File: src/hdl/ffpra_pkg.sv
// ---------------------------------------------------------------------------
// ffpra_pkg
// Shared types, codes and helpers of the first-fit page range allocator.
// ---------------------------------------------------------------------------
package ffpra_pkg;

    localparam int MAX_RANGES_DEF = 64;
    localparam int PAGE_SIZE      = 4096;

    localparam int ADDR_W  = 32;
    localparam int PAGES_W = 21;
    localparam int FLAGS_W = 8;
    localparam int ACT_W   = 2;
    localparam int STAT_W  = 3;

    localparam logic [PAGES_W-1:0] PAGES_MAX = {PAGES_W{1'b1}};

    localparam logic [ACT_W-1:0] ACT_ADD   = 2'd0;
    localparam logic [ACT_W-1:0] ACT_ALLOC = 2'd1;
    localparam logic [ACT_W-1:0] ACT_FREE  = 2'd2;

    localparam logic [STAT_W-1:0] ST_OK           = 3'd0;
    localparam logic [STAT_W-1:0] ST_NO_FREE      = 3'd1;
    localparam logic [STAT_W-1:0] ST_NOT_FOUND    = 3'd2;
    localparam logic [STAT_W-1:0] ST_ALREADY_FREE = 3'd3;
    localparam logic [STAT_W-1:0] ST_TABLE_FULL   = 3'd4;

    typedef struct packed {
        logic [ADDR_W-1:0]  addr;
        logic [PAGES_W-1:0] pages;
        logic               used;
        logic [FLAGS_W-1:0] flags;
    } entry_t;

    typedef struct packed {
        logic   pop;
        logic   push;
        entry_t push_entry;
    } chain_ctl_t;

    function automatic logic [ADDR_W-1:0] page_bytes(input logic [PAGES_W-1:0] pages);
        logic [63:0] p;
        p = 64'(pages) * 64'(PAGE_SIZE);
        return p[ADDR_W-1:0];
    endfunction

    function automatic logic [ADDR_W-1:0] align_down(input logic [ADDR_W-1:0] a);
        logic [63:0] r;
        r = 64'(a) % 64'(PAGE_SIZE);
        return a - r[ADDR_W-1:0];
    endfunction

    function automatic logic [PAGES_W-1:0] span_pages(input logic [ADDR_W-1:0] start_addr,
                                                      input logic [ADDR_W-1:0] end_addr);
        logic [ADDR_W-1:0] d;
        logic [63:0]       q;
        d = end_addr - start_addr;
        q = 64'(d) / 64'(PAGE_SIZE);
        return (q > 64'(PAGES_MAX)) ? PAGES_MAX : q[PAGES_W-1:0];
    endfunction

    function automatic logic [PAGES_W-1:0] sat_add(input logic [PAGES_W-1:0] a,
                                                   input logic [PAGES_W-1:0] b);
        logic [PAGES_W:0] s;
        s = {1'b0, a} + {1'b0, b};
        return s[PAGES_W] ? PAGES_MAX : s[PAGES_W-1:0];
    endfunction

endpackage

File: src/hdl/ffpra_cell.sv
// ---------------------------------------------------------------------------
// ffpra_cell
// One table slot of the range chain: shifts toward the head on pop and
// captures the pushed entry when it is the first empty slot.
// ---------------------------------------------------------------------------
module ffpra_cell
    import ffpra_pkg::*;
(
    input  logic       clk,
    input  logic       rst_n,
    input  chain_ctl_t ctl,
    input  entry_t     right_entry,
    input  logic       right_valid,
    input  logic       left_filled,
    output entry_t     entry,
    output logic       valid,
    output logic       filled
);

    entry_t entry_reg, entry_next;
    logic   valid_reg, valid_next;
    logic   take;

    always_comb
    begin
        filled     = ctl.pop ? right_valid : valid_reg;
        take       = ctl.push && !filled && left_filled;
        entry_next = entry_reg;
        if (take)
        begin
            entry_next = ctl.push_entry;
        end
        else if (ctl.pop)
        begin
            entry_next = right_entry;
        end
        valid_next = filled | take;
    end

    always_ff @(posedge clk)
    begin
        entry_reg <= entry_next;
    end

    always_ff @(posedge clk or negedge rst_n)
    begin
        if (!rst_n)
        begin
            valid_reg <= 1'b0;
        end
        else
        begin
            valid_reg <= valid_next;
        end
    end

    assign entry = entry_reg;
    assign valid = valid_reg;

endmodule
File: config.mk
export PLATFORM = sky130hd
export DESIGN_NAME = ffpra_cell
export DESIGN_NICKNAME = d
export VERILOG_FILES = /design/src/hdl/ffpra_pkg.sv /design/src/hdl/ffpra_cell.sv
export SDC_FILE = /design/constraint.sdc
export NUM_CORES = 1
export LEC_CHECK = 0
export BUFFER_PORTS_ARGS = -buffer_cell sky130_fd_sc_hd__buf_2
export CAP_MARGIN = 15
export CELL_PAD_IN_SITES_DETAIL_PLACEMENT = 0
export CELL_PAD_IN_SITES_GLOBAL_PLACEMENT = 1
export CORE_ASPECT_RATIO = 1.25
export CORE_MARGIN = 3
export CORE_UTILIZATION = 37
export CTS_BUF_LIST = sky130_fd_sc_hd__clkbuf_4
export CTS_CLUSTER_DIAMETER = 30
export DETAILED_ROUTE_END_ITERATION = 8
export PLACE_DENSITY_LB_ADDON = 0.1
export SYNTH_ARGS = -nofsm -noshare
export SYNTH_HDL_FRONTEND = slang
export SYNTH_SLANG_ARGS = --single-unit
File: constraint.sdc
create_clock -name clk -period 7 [get_ports clk]
set_input_delay 1.4 -clock clk [delete_from_list [all_inputs] [get_ports clk]]
set_output_delay 1.4 -clock clk [all_outputs]
set_load 0.01 [all_outputs]
# After elaboration in Yosys (flattened, before gate mapping)
# Cells that the tools add are included.
[classes] mux=3 n_bitwise=1 n_reduce_logical=4
[ops] op="62-bit 2-to-1 mux" n=2
[ops] op="1-bit logical AND" n=2
[ops] op="2-bit nonzero test" n=1
[ops] op="1-bit logical NOT" n=1
[ops] op="1-bit 2-to-1 mux" n=1
[ops] op="1-bit OR" n=1
[totals] regBits=63 inputBits=130 out_inout_bits=64

# Longest topological paths before layout
# Gate-level depths: netlist (run 1).
[logic_depth] depth_word=5 ltp_mapped=5 mapped_depth_nobuf=3

# Least setup slack after synthesis (run 1)
# OpenSTA, ideal clock, no wires.
[synth_timing] path_type="input -> register" from="input ctl[63] (netlist name)" to="register entry_reg, in the netlist entry[0] (enable)" setup_ns=0.393 arrival_time_ns=2.943 slack_ns=3.664 path_stages=5 n_path_buf=2 path_cell_list="mux2i_1 > and3_1 > buf_6 > buf_12 > or2_2"
[synth_via] elab_chain_len=5
[synth_rtl] item="start: declaration" line="ffpra_cell.sv:11" rtl="input chain_ctl_t ctl,"
[synth_rtl] item="1-bit 2-to-1 mux" line="ffpra_cell.sv:26" rtl="filled = ctl.pop ? right_valid : valid_reg;"
[synth_rtl] item="1-bit logical NOT" line="ffpra_cell.sv:27" rtl="take = ctl.push && !filled && left_filled;"
[synth_rtl] item="1-bit logical AND (2 in a row)" line="ffpra_cell.sv:27"
[synth_rtl] item="2-bit nonzero test (no line) (*)"
[synth_rtl] item="end signal: assignment" line="ffpra_cell.sv:42" rtl="entry_reg <= entry_next;"
[synth_rtl] item="end: declaration" line="ffpra_cell.sv:20" rtl="entry_t entry_reg, entry_next;"
# Mark *: on every way between the ends. The rest lies on a longest branch, timed or not.
# A chain may end at the register's enable or synchronous reset.

# Worst setup path after layout (run 1)
[layout_timing] from="input ctl[63] (netlist name)" to="output filled"
[layout_via] elab_chain_len=1
[layout_rtl] item="1-bit 2-to-1 mux" line="ffpra_cell.sv:26"
[layout_rtl] item="end: declaration" line="ffpra_cell.sv:17" rtl="output logic filled"
# No other way between the ends.

==> results of run 1 <==
-- layout by cell type, fill, tap and decap left out, drive strengths merged --
cell type and n:
inv 1, buf 195, clkinv 4, or2b 1, or2 1, edfxtp 62, clkbuf 9, and3 1
mux2 62, mux2i 1, dfrtp 1
-- final timing paths --
path / startpoint / depth (start not counted) / to
max: ctl[63] / 4 / filled
min: valid / 2 / valid
max reg2reg: valid / 4 / entry[44]
min reg2reg: valid / 2 / valid
max in group asynchronous: rst_n / 1 / valid
min in group asynchronous: rst_n / 1 / valid
-- layer usage --
layer	wire, µm	track usage (%)	share of wire [%]	vias to the layer above
met1	2220	14.3	33	875
met3	798	5.66	12	9
met4	104	6.79	1.5	0
met5	0	0	0	-
met2	3620	25.8	54	109
li1	-	-	-	930
-- critical path: stages --
cell     delay [ns]
buf_2          0.09
mux2i_1        0.25
inv_1          0.06
buf_2          0.14
-- cells by family (layout without fill, tap and decap cells) --
logic type | Yosys count | count (layout)
DFF | 63 | 63
buffers and inverters | 8 | 209
muxes | 63 | 63
and+or+nand+nor | 3 | 3
-- final cells by class --
cell class | instances | area, µm²
Clock buffer | 9 | 67.6
Clock inverter | 4 | 16.3
Fill cell | 678 | 3550
Inverter | 1 | 3.75
Multi-Input combinational cell | 66 | 951
Sequential cell | 63 | 1890
Tap cell | 92 | 115
Timing Repair Buffer | 195 | 981
-- metrics by stage --
step / cell area [µm²] / util [%] / setup slack (ns)
2_1_floorplan: 2970 / - / 3.66
3_3_place_gp: 3940 / 52.0 / 3.53
3_5_place_dp: 3940 / 52.0 / 3.47
4_1_cts: 4020 / 53.1 / 3.66
5_1_grt: 4020 / 53.1 / 3.57
6_report: 4020 / 53.1 / 3.66
-- synth_stat cells --
master	number
mux2_2	4
buf_6	1
mux2i_1	1
edfxtp_1	62
buf_12	6
and3_1	1
dfrtp_1	1
or2_2	1
or2b_1	1
mux2_4	58
inv_1	1
-- power by group through the flow --
| stage | clock (mW) | sequential, mW | combinational (mW) |
|---|---|---|---|
| finish | 0.182 | 0.459 | 0.154 |
| detailed placement | 0 | 0.468 | 0.156 |
| CTS | 0.192 | 0.459 | 0.157 |
| global placement | 0 | 0.467 | 0.156 |
| floorplan | 0 | 0.486 | 0.0697 |
| global route | 0.207 | 0.462 | 0.167 |
==> results.py, run 1 <==
metrics = {
    "synth": {
        "yosysUniqueCellTypes": 11,
        "synth-seq-area-share_pct": 63.6,
        "synth_adder_area_share_pct": 0,
        "synthCells": 137,
        "synth_area_um2": 2970,
        "synth_top_family_by_area": "multiplexers",
        "synth_area_leaders": "edfxtp_1 (63%), mux2_4 (29%), buf_12 (4.0%), mux2_2 (1.5%), dfrtp_1 (0.84%)",
        "synthXorXnorAreaFrac_pct": 0,
        "synth_largest_area_cell": "edfxtp_1",
        "synth_nets": 267,
        "yosysWarnings": 0,
        "yosys.area_share.simple_pct": 0.675,
        "synth.top_cell.area_share_pct": 62.7,
        "synth.avg_cell_area_um2": 21.7,
        "synth-compound-area-share_pct": 0,
        "synth.mux.area_fraction_pct": 31.2,
        "synth-seq-cells": 63,
    },
    "route": {
        "drtAntennaViolNets": 0,
        "drc": 0,
        "num_vias": 1923,
        "postRouteWirelength_um": 6750,
        "vias_per_cell": 4.47,
        "first_pass_iters": 4,
        "dr.first_iter.drc_count": 99,
        "wl_per_cell_um": 15.7,
    },
    "power_and_ir_drop": {
        "fin_total_pwr_mw": 0.794,
        "irDropWorstVdd_mv": 0.146,
        "switchingPower_mw": 0.190,
        "power.share.sequential_pct": 57.8,
        "switching_share_pct": 23.9,
        "p_int_mw": 0.604,
        "clkPwrFrac_pct": 22.9,
        "p_per_area_nw_per_um2": 197,
        "leakagePower_nw": 1.89,
        "pwr-share-comb_pct": 19.4,
    },
    "timing": {
        "min_period_ns": 3.34,
        "fmax_mhz": 299,
        "rsz0062_at_grt": "no",
        "relSlewSlack_pct": 25.9,
        "whs_ns": 0.646,
        "hold_viol": 0,
        "post-route-period-util_pct": 47.7,
        "worst_slew_pin_slew_ns": 1.11,
        "drv_slew": 0,
        "skew_ns": 0.0127,
        "fin_setup_tns_ns": 0,
        "setup-violations-final": 0,
    },
    "layout": {
        "synthToLayoutAreaGrowth_pct": 35.5,
        "drive_gt1_share_pct": 79.6,
        "n_antenna_cell": 0,
        "largest_reg_flops": 62,
        "layout.cells.non_filler": 430,
        "num-nets-final": 466,
    },
    "grt": {
        "grt_pass1_vias": 1888,
        "grt_max_degree": 64,
        "track_usage_pct": 14.4,
        "grt.overflow.total": 0,
        "grt_antenna_before_repair": 0,
        "grt_pass1_wl_um": 9780,
    },
    "floorplanning": {
        "die_width_um": 86.1,
        "num_rows": 35,
        "pin_count": 194,
        "die-area_um2": 9140,
        "die_h_um": 106,
        "initial_utilization_pct": 39.2,
        "core-area_um2": 7580,
    },
    "cts": {
        "ctsHoldBuffers": 0,
        "cts_buffers": 9,
        "clockBufferDepth": 2,
        "clk_latency_ns": 0.39,
        "clock_sinks": 63,
        "clk_transition_reported_paths_ns": 0.08,
        "htree_levels": 3,
        "cts_tree": "built",
        "cts_resized": 0,
        "cts-root-buf": "clkbuf_4",
        "cts_setup_buffers": 0,
    },
    "setup_path": {
        "critPathKind": "input port to output port",
        "r2r_slack_ns": 4.72,
        "startpoint_type": "input port",
        "cp-end-kind": "output port",
        "worstPathArrival_ns": 1.94,
        "worst-path-max-fanout": 3,
        "worstPathRequired_ns": 5.60,
    },
    "placed_design": {
        "port-buffer-count": 193,
        "routabilityCongestion": 0.679,
        "placed_cells": 417,
    },
    "job": {
        "cap_violations": 0,
    },
    "min_path": {
        "hold_path.class": "flip-flop to flip-flop",
    },
    "outcome": {
        "status": "complete, no violations",
    },
}
Note: power is estimated with default switching activity, not from simulation.
==> inputs of run 2 (changes only) <==
CORE_UTILIZATION = 34   (was 37)
clock period = 3.1 ns   (was 7 ns; I/O delays follow)
==> results.py, run 2 (same netlist as run 1, synthesis figures left out) <==
metrics = {
    "outcome": {
        "status": "complete, no violations",
    },
    "floorplanning": {
        "num_rows": 37,
        "die_h_um": 110,
        "die-area_um2": 9890,
        "core-area_um2": 8380,
        "initial_utilization_pct": 35.4,
        "pin_count": 194,
        "die_width_um": 89.6,
    },
    "timing": {
        "skew_ns": 0.0141,
        "relSlewSlack_pct": 69.1,
        "fmax_mhz": 482,
        "setup_slack_ns": 1.03,
        "fin_setup_tns_ns": 0,
        "min_period_ns": 2.07,
        "drv_slew": 0,
        "worst_slew_pin_slew_ns": 0.464,
        "hold_viol": 0,
        "post-route-period-util_pct": 66.9,
        "setup-violations-final": 0,
        "rsz0062_at_grt": "no",
    },
    "route": {
        "wl_per_cell_um": 15.0,
        "dr.first_iter.drc_count": 44,
        "first_pass_iters": 4,
        "vias_per_cell": 4.21,
        "num_vias": 1940,
        "postRouteWirelength_um": 6940,
        "drc": 0,
        "drtAntennaViolNets": 0,
    },
    "grt": {
        "grt_pass1_wl_um": 10200,
        "track_usage_pct": 14.0,
        "grt_max_degree": 27,
        "grt_pass1_vias": 2029,
        "use_met2_pct": 23.3,
        "grtUsageMet3_pct": 5.82,
        "grt.overflow.total": 0,
        "grtUsageMet1_pct": 14.5,
        "grt_antenna_before_repair": 0,
        "busiest_layer": "met2",
    },
    "cts": {
        "clockBufferDepth": 2,
        "cts_buffers": 9,
        "clk_transition_reported_paths_ns": 0.11,
        "htree_levels": 3,
        "clk_latency_ns": 0.39,
        "clock_sinks": 63,
        "cts_tree": "built",
        "cts-root-buf": "clkbuf_4",
    },
    "layout": {
        "largest_reg_flops": 62,
        "layout_common_cells": "buf_2 (193), edfxtp_1 (62), mux2_4 (58)",
        "multi_input_area_um2": 951,
        "fillCellCount": 762,
        "design_area_um2": 4170,
        "final_common_cell": "buf_2",
        "num-nets-final": 469,
        "n_antenna_cell": 0,
        "layout.cells.non_filler": 461,
        "drive_gt1_share_pct": 80.2,
        "synthToLayoutAreaGrowth_pct": 40.4,
        "register_area_um2": 1890,
    },
    "placed_design": {
        "port-buffer-count": 193,
        "postPlaceCellArea_um2": 4020,
        "placed_cells": 444,
        "hpwl_um": 5560,
        "preCtsSetupSlack_ns": 0.611,
        "routabilityCongestion": 0.716,
    },
    "power_and_ir_drop": {
        "leakagePower_nw": 1.93,
        "fin_total_pwr_mw": 1.93,
        "irDropWorstVdd_mv": 0.181,
        "p_per_area_nw_per_um2": 464,
    },
    "min_path": {
        "holdPathEnd": "entry[11]",
        "hold_path.class": "input port to flip-flop",
        "holdPathStages": 2,
        "min_from": "ctl[11]",
    },
    "setup_path": {
        "worstPathRequired_ns": 3.24,
        "reg2reg_from": "valid",
        "startpoint_type": "flip-flop",
        "critPathKind": "flip-flop to flip-flop",
        "rr_endpoint": "entry[2]",
        "r2r_slack_ns": 1.03,
        "worstPathArrival_ns": 2.22,
        "reg2reg_depth": 4,
        "worst-path-max-fanout": 21,
        "cp-end-kind": "flip-flop",
    },
    "job": {
        "cap_violations": 0,
    },
}
## run 2: report_power, final
group | switching (mW) | internal, mW
Sequential | 0.0156 | 1.02
Clock | 0.288 | 0.251
Combinational | 0.151 | 0.206
## run 2: worst max-delay path, stage by stage (launching register included)
cell and delay, ns:
dfrtp_1 0.40, mux2i_1 0.20, and3_4 0.45, buf_4 0.42, mux2_2 0.38
## run 2: layer usage
metal,vias up,routed length (µm)
met5,-,0
met4,0,101
met3,7,819
met2,113,3610
met1,877,2400
li1,943,-
## run 2: layout make-up
cell class,count,area share [%]
multi-input combinational,66,22.8
sequential,63,45.3
clock buffer,10,1.80
timing repair buffer,198,25.0
clock inverter,6,1.47
inverter,1,0.0901
tap,117,3.51
## run 2: how the worst max path moves through the flow
stage,start,slack [ns],endpoint,cells after the start
2_1_floorplan,ctl[63],0.54,entry[0],5
3_3_place_gp,ctl[63],0.63,entry[15],5
3_5_place_dp,ctl[63],0.61,entry[22],5
4_1_cts,valid,0.99,entry[50],4
5_1_grt,valid,0.85,entry[61],4
6_report,valid,1.03,entry[2],4
## run 2: metrics by stage
step	hold slack, ns	utilization [%]
floorplan	0.324	-
global placement	0.395	48.0
detailed placement	0.395	48.0
CTS	0.477	49.7
global route	0.480	49.7
finish	0.517	49.7
## run 2: what timing repair did
action	in CTS	in global routing
setup buffers	0	0
hold buffers	1	0
endpoints found under the hold margin	1	0
setup endpoints to repair	0	0
gates resized for setup	0	0
==> inputs of run 3 (changes only) <==
CORE_UTILIZATION = 31   (was 34)
clock period = 1.85 ns   (was 3.1 ns; I/O delays follow)
==> results.py, run 3 (same netlist as run 1, synthesis figures left out) <==
metrics = {
    "timing": {
        "worst_slew_pin_slew_ns": 0.203,
        "setup-violations-final": 0,
        "hold_viol": 0,
        "relSlewSlack_pct": 86.0,
        "min_period_ns": 1.69,
        "fmax_mhz": 593,
        "rsz0062_at_grt": "no",
        "post-route-period-util_pct": 91.1,
        "skew_ns": 0.00730,
        "drv_slew": 0,
        "whs_ns": 0.263,
    },
    "layout": {
        "fin_util_pct": 45.7,
        "drive_gt1_share_pct": 79.8,
        "layout_common_cells": "buf_2 (193), edfxtp_1 (62), mux2_4 (58)",
        "design_area_um2": 4210,
        "num-nets-final": 471,
        "final_common_cell": "buf_2",
        "fillCellCount": 849,
        "largest_reg_flops": 62,
        "synthToLayoutAreaGrowth_pct": 41.9,
    },
    "grt": {
        "grt.overflow.total": 0,
        "track_usage_pct": 13.0,
        "grt_pass1_wl_um": 10200,
        "grt_pass1_vias": 1995,
        "grt_antenna_before_repair": 0,
        "grt_max_degree": 36,
    },
    "cts": {
        "cts_tree": "built",
        "ctsHoldBuffers": 1,
        "clock_sinks": 63,
        "clk_latency_ns": 0.40,
        "cts_buffers": 9,
        "htree_levels": 3,
        "cts-root-buf": "clkbuf_4",
        "clockBufferDepth": 2,
        "cts_setup_buffers": 0,
        "clk_transition_reported_paths_ns": 0.10,
        "cts_resized": 0,
    },
    "route": {
        "drtAntennaViolNets": 0,
        "wl_per_cell_um": 15.1,
        "first_pass_iters": 4,
        "drc": 0,
        "dr.first_iter.drc_count": 53,
        "vias_per_cell": 4.20,
        "num_vias": 1973,
        "postRouteWirelength_um": 7090,
    },
    "setup_path": {
        "cp-end-kind": "flip-flop",
        "worstPathRequired_ns": 2.00,
        "worst-path-max-fanout": 19,
        "rr_endpoint": "entry[61]",
        "worstPathArrival_ns": 1.84,
        "critPathKind": "flip-flop to flip-flop",
        "r2r_slack_ns": 0.16,
        "reg2reg_from": "valid",
        "reg2reg_depth": 4,
        "startpoint_type": "flip-flop",
    },
    "min_path": {
        "holdPathStages": 2,
        "hold_path.class": "input port to flip-flop",
        "min_from": "ctl[9]",
        "holdPathEnd": "entry[9]",
    },
    "placed_design": {
        "port-buffer-count": 193,
        "routabilityCongestion": 0.673,
        "postPlaceCellArea_um2": 4070,
        "hpwl_um": 5420,
    },
    "floorplanning": {
        "die_h_um": 115,
        "initial_utilization_pct": 32.2,
        "pin_count": 194,
        "num_rows": 39,
        "die_width_um": 93.5,
        "die-area_um2": 10800,
        "core-area_um2": 9220,
    },
    "outcome": {
        "status": "complete, no violations",
    },
    "power_and_ir_drop": {
        "leakagePower_nw": 1.96,
        "irDropWorstVdd_mv": 0.281,
        "p_per_area_nw_per_um2": 767,
    },
    "job": {
        "cap_violations": 0,
    },
}
-- run 3: changes by cell type in the layout (fill, tap and decap cells not counted), sizes merged --
cell	before	now
diode	0	1
clkinvlp	3	0
buf	197	199
clkinv	2	5
-- run 3: per-layer routing --
layer,GRT usage (%),share of wire (%)
met3,5.43,13
met5,0,0
met2,20.5,49
met4,8.41,2.7
met1,14.4,35
-- run 3: per-stage QoR --
step           power [mW]  std cells  TNS (ns)  worst slack, ns
4_1_cts              3.30        469         0            0.158
2_1_floorplan        2.10        137     -9.13           -0.147
6_report             3.23        470         0            0.164
3_5_place_dp         2.39        452         0        0.0000596
5_1_grt              3.41        469         0           0.0391
3_3_place_gp         2.38        452         0           0.0366
-- run 3: worst max path at each step --
stage / startpoint / endpoint / slack [ns] / depth (start not counted)
2_1_floorplan: ctl[63] / entry[0] / -0.15 / 5
5_1_grt: valid / entry[61] / 0.04 / 4
3_5_place_dp: ctl[63] / entry[1] / 0.00006 / 5
4_1_cts: valid / entry[1] / 0.16 / 4
3_3_place_gp: ctl[63] / entry[0] / 0.04 / 5
6_report: valid / entry[61] / 0.16 / 4
-- run 3: power by group --
part,internal (mW),total (mW),switching (mW)
Sequential,1.71,1.73,0.0243
Combinational,0.355,0.611,0.256
Clock,0.410,0.884,0.474
-- run 3: final cells by class --
type	instances	area, µm²	share of cell area (%)
antenna	1	2.50	0.0594
clock buffer	10	75.1	1.78
clock inverter	6	51.3	1.22
inverter	1	3.75	0.0892
multi-input combinational	66	953	22.6
sequential	63	1890	44.8
tap	123	154	3.66
timing repair buffer	200	1080	25.7
-- run 3: critical path: stages, from the launching register on --
cell and delay (ns):
dfrtp_1 0.39, mux2i_1 0.19, and3_4 0.31, buf_12 0.20, mux2_2 0.35
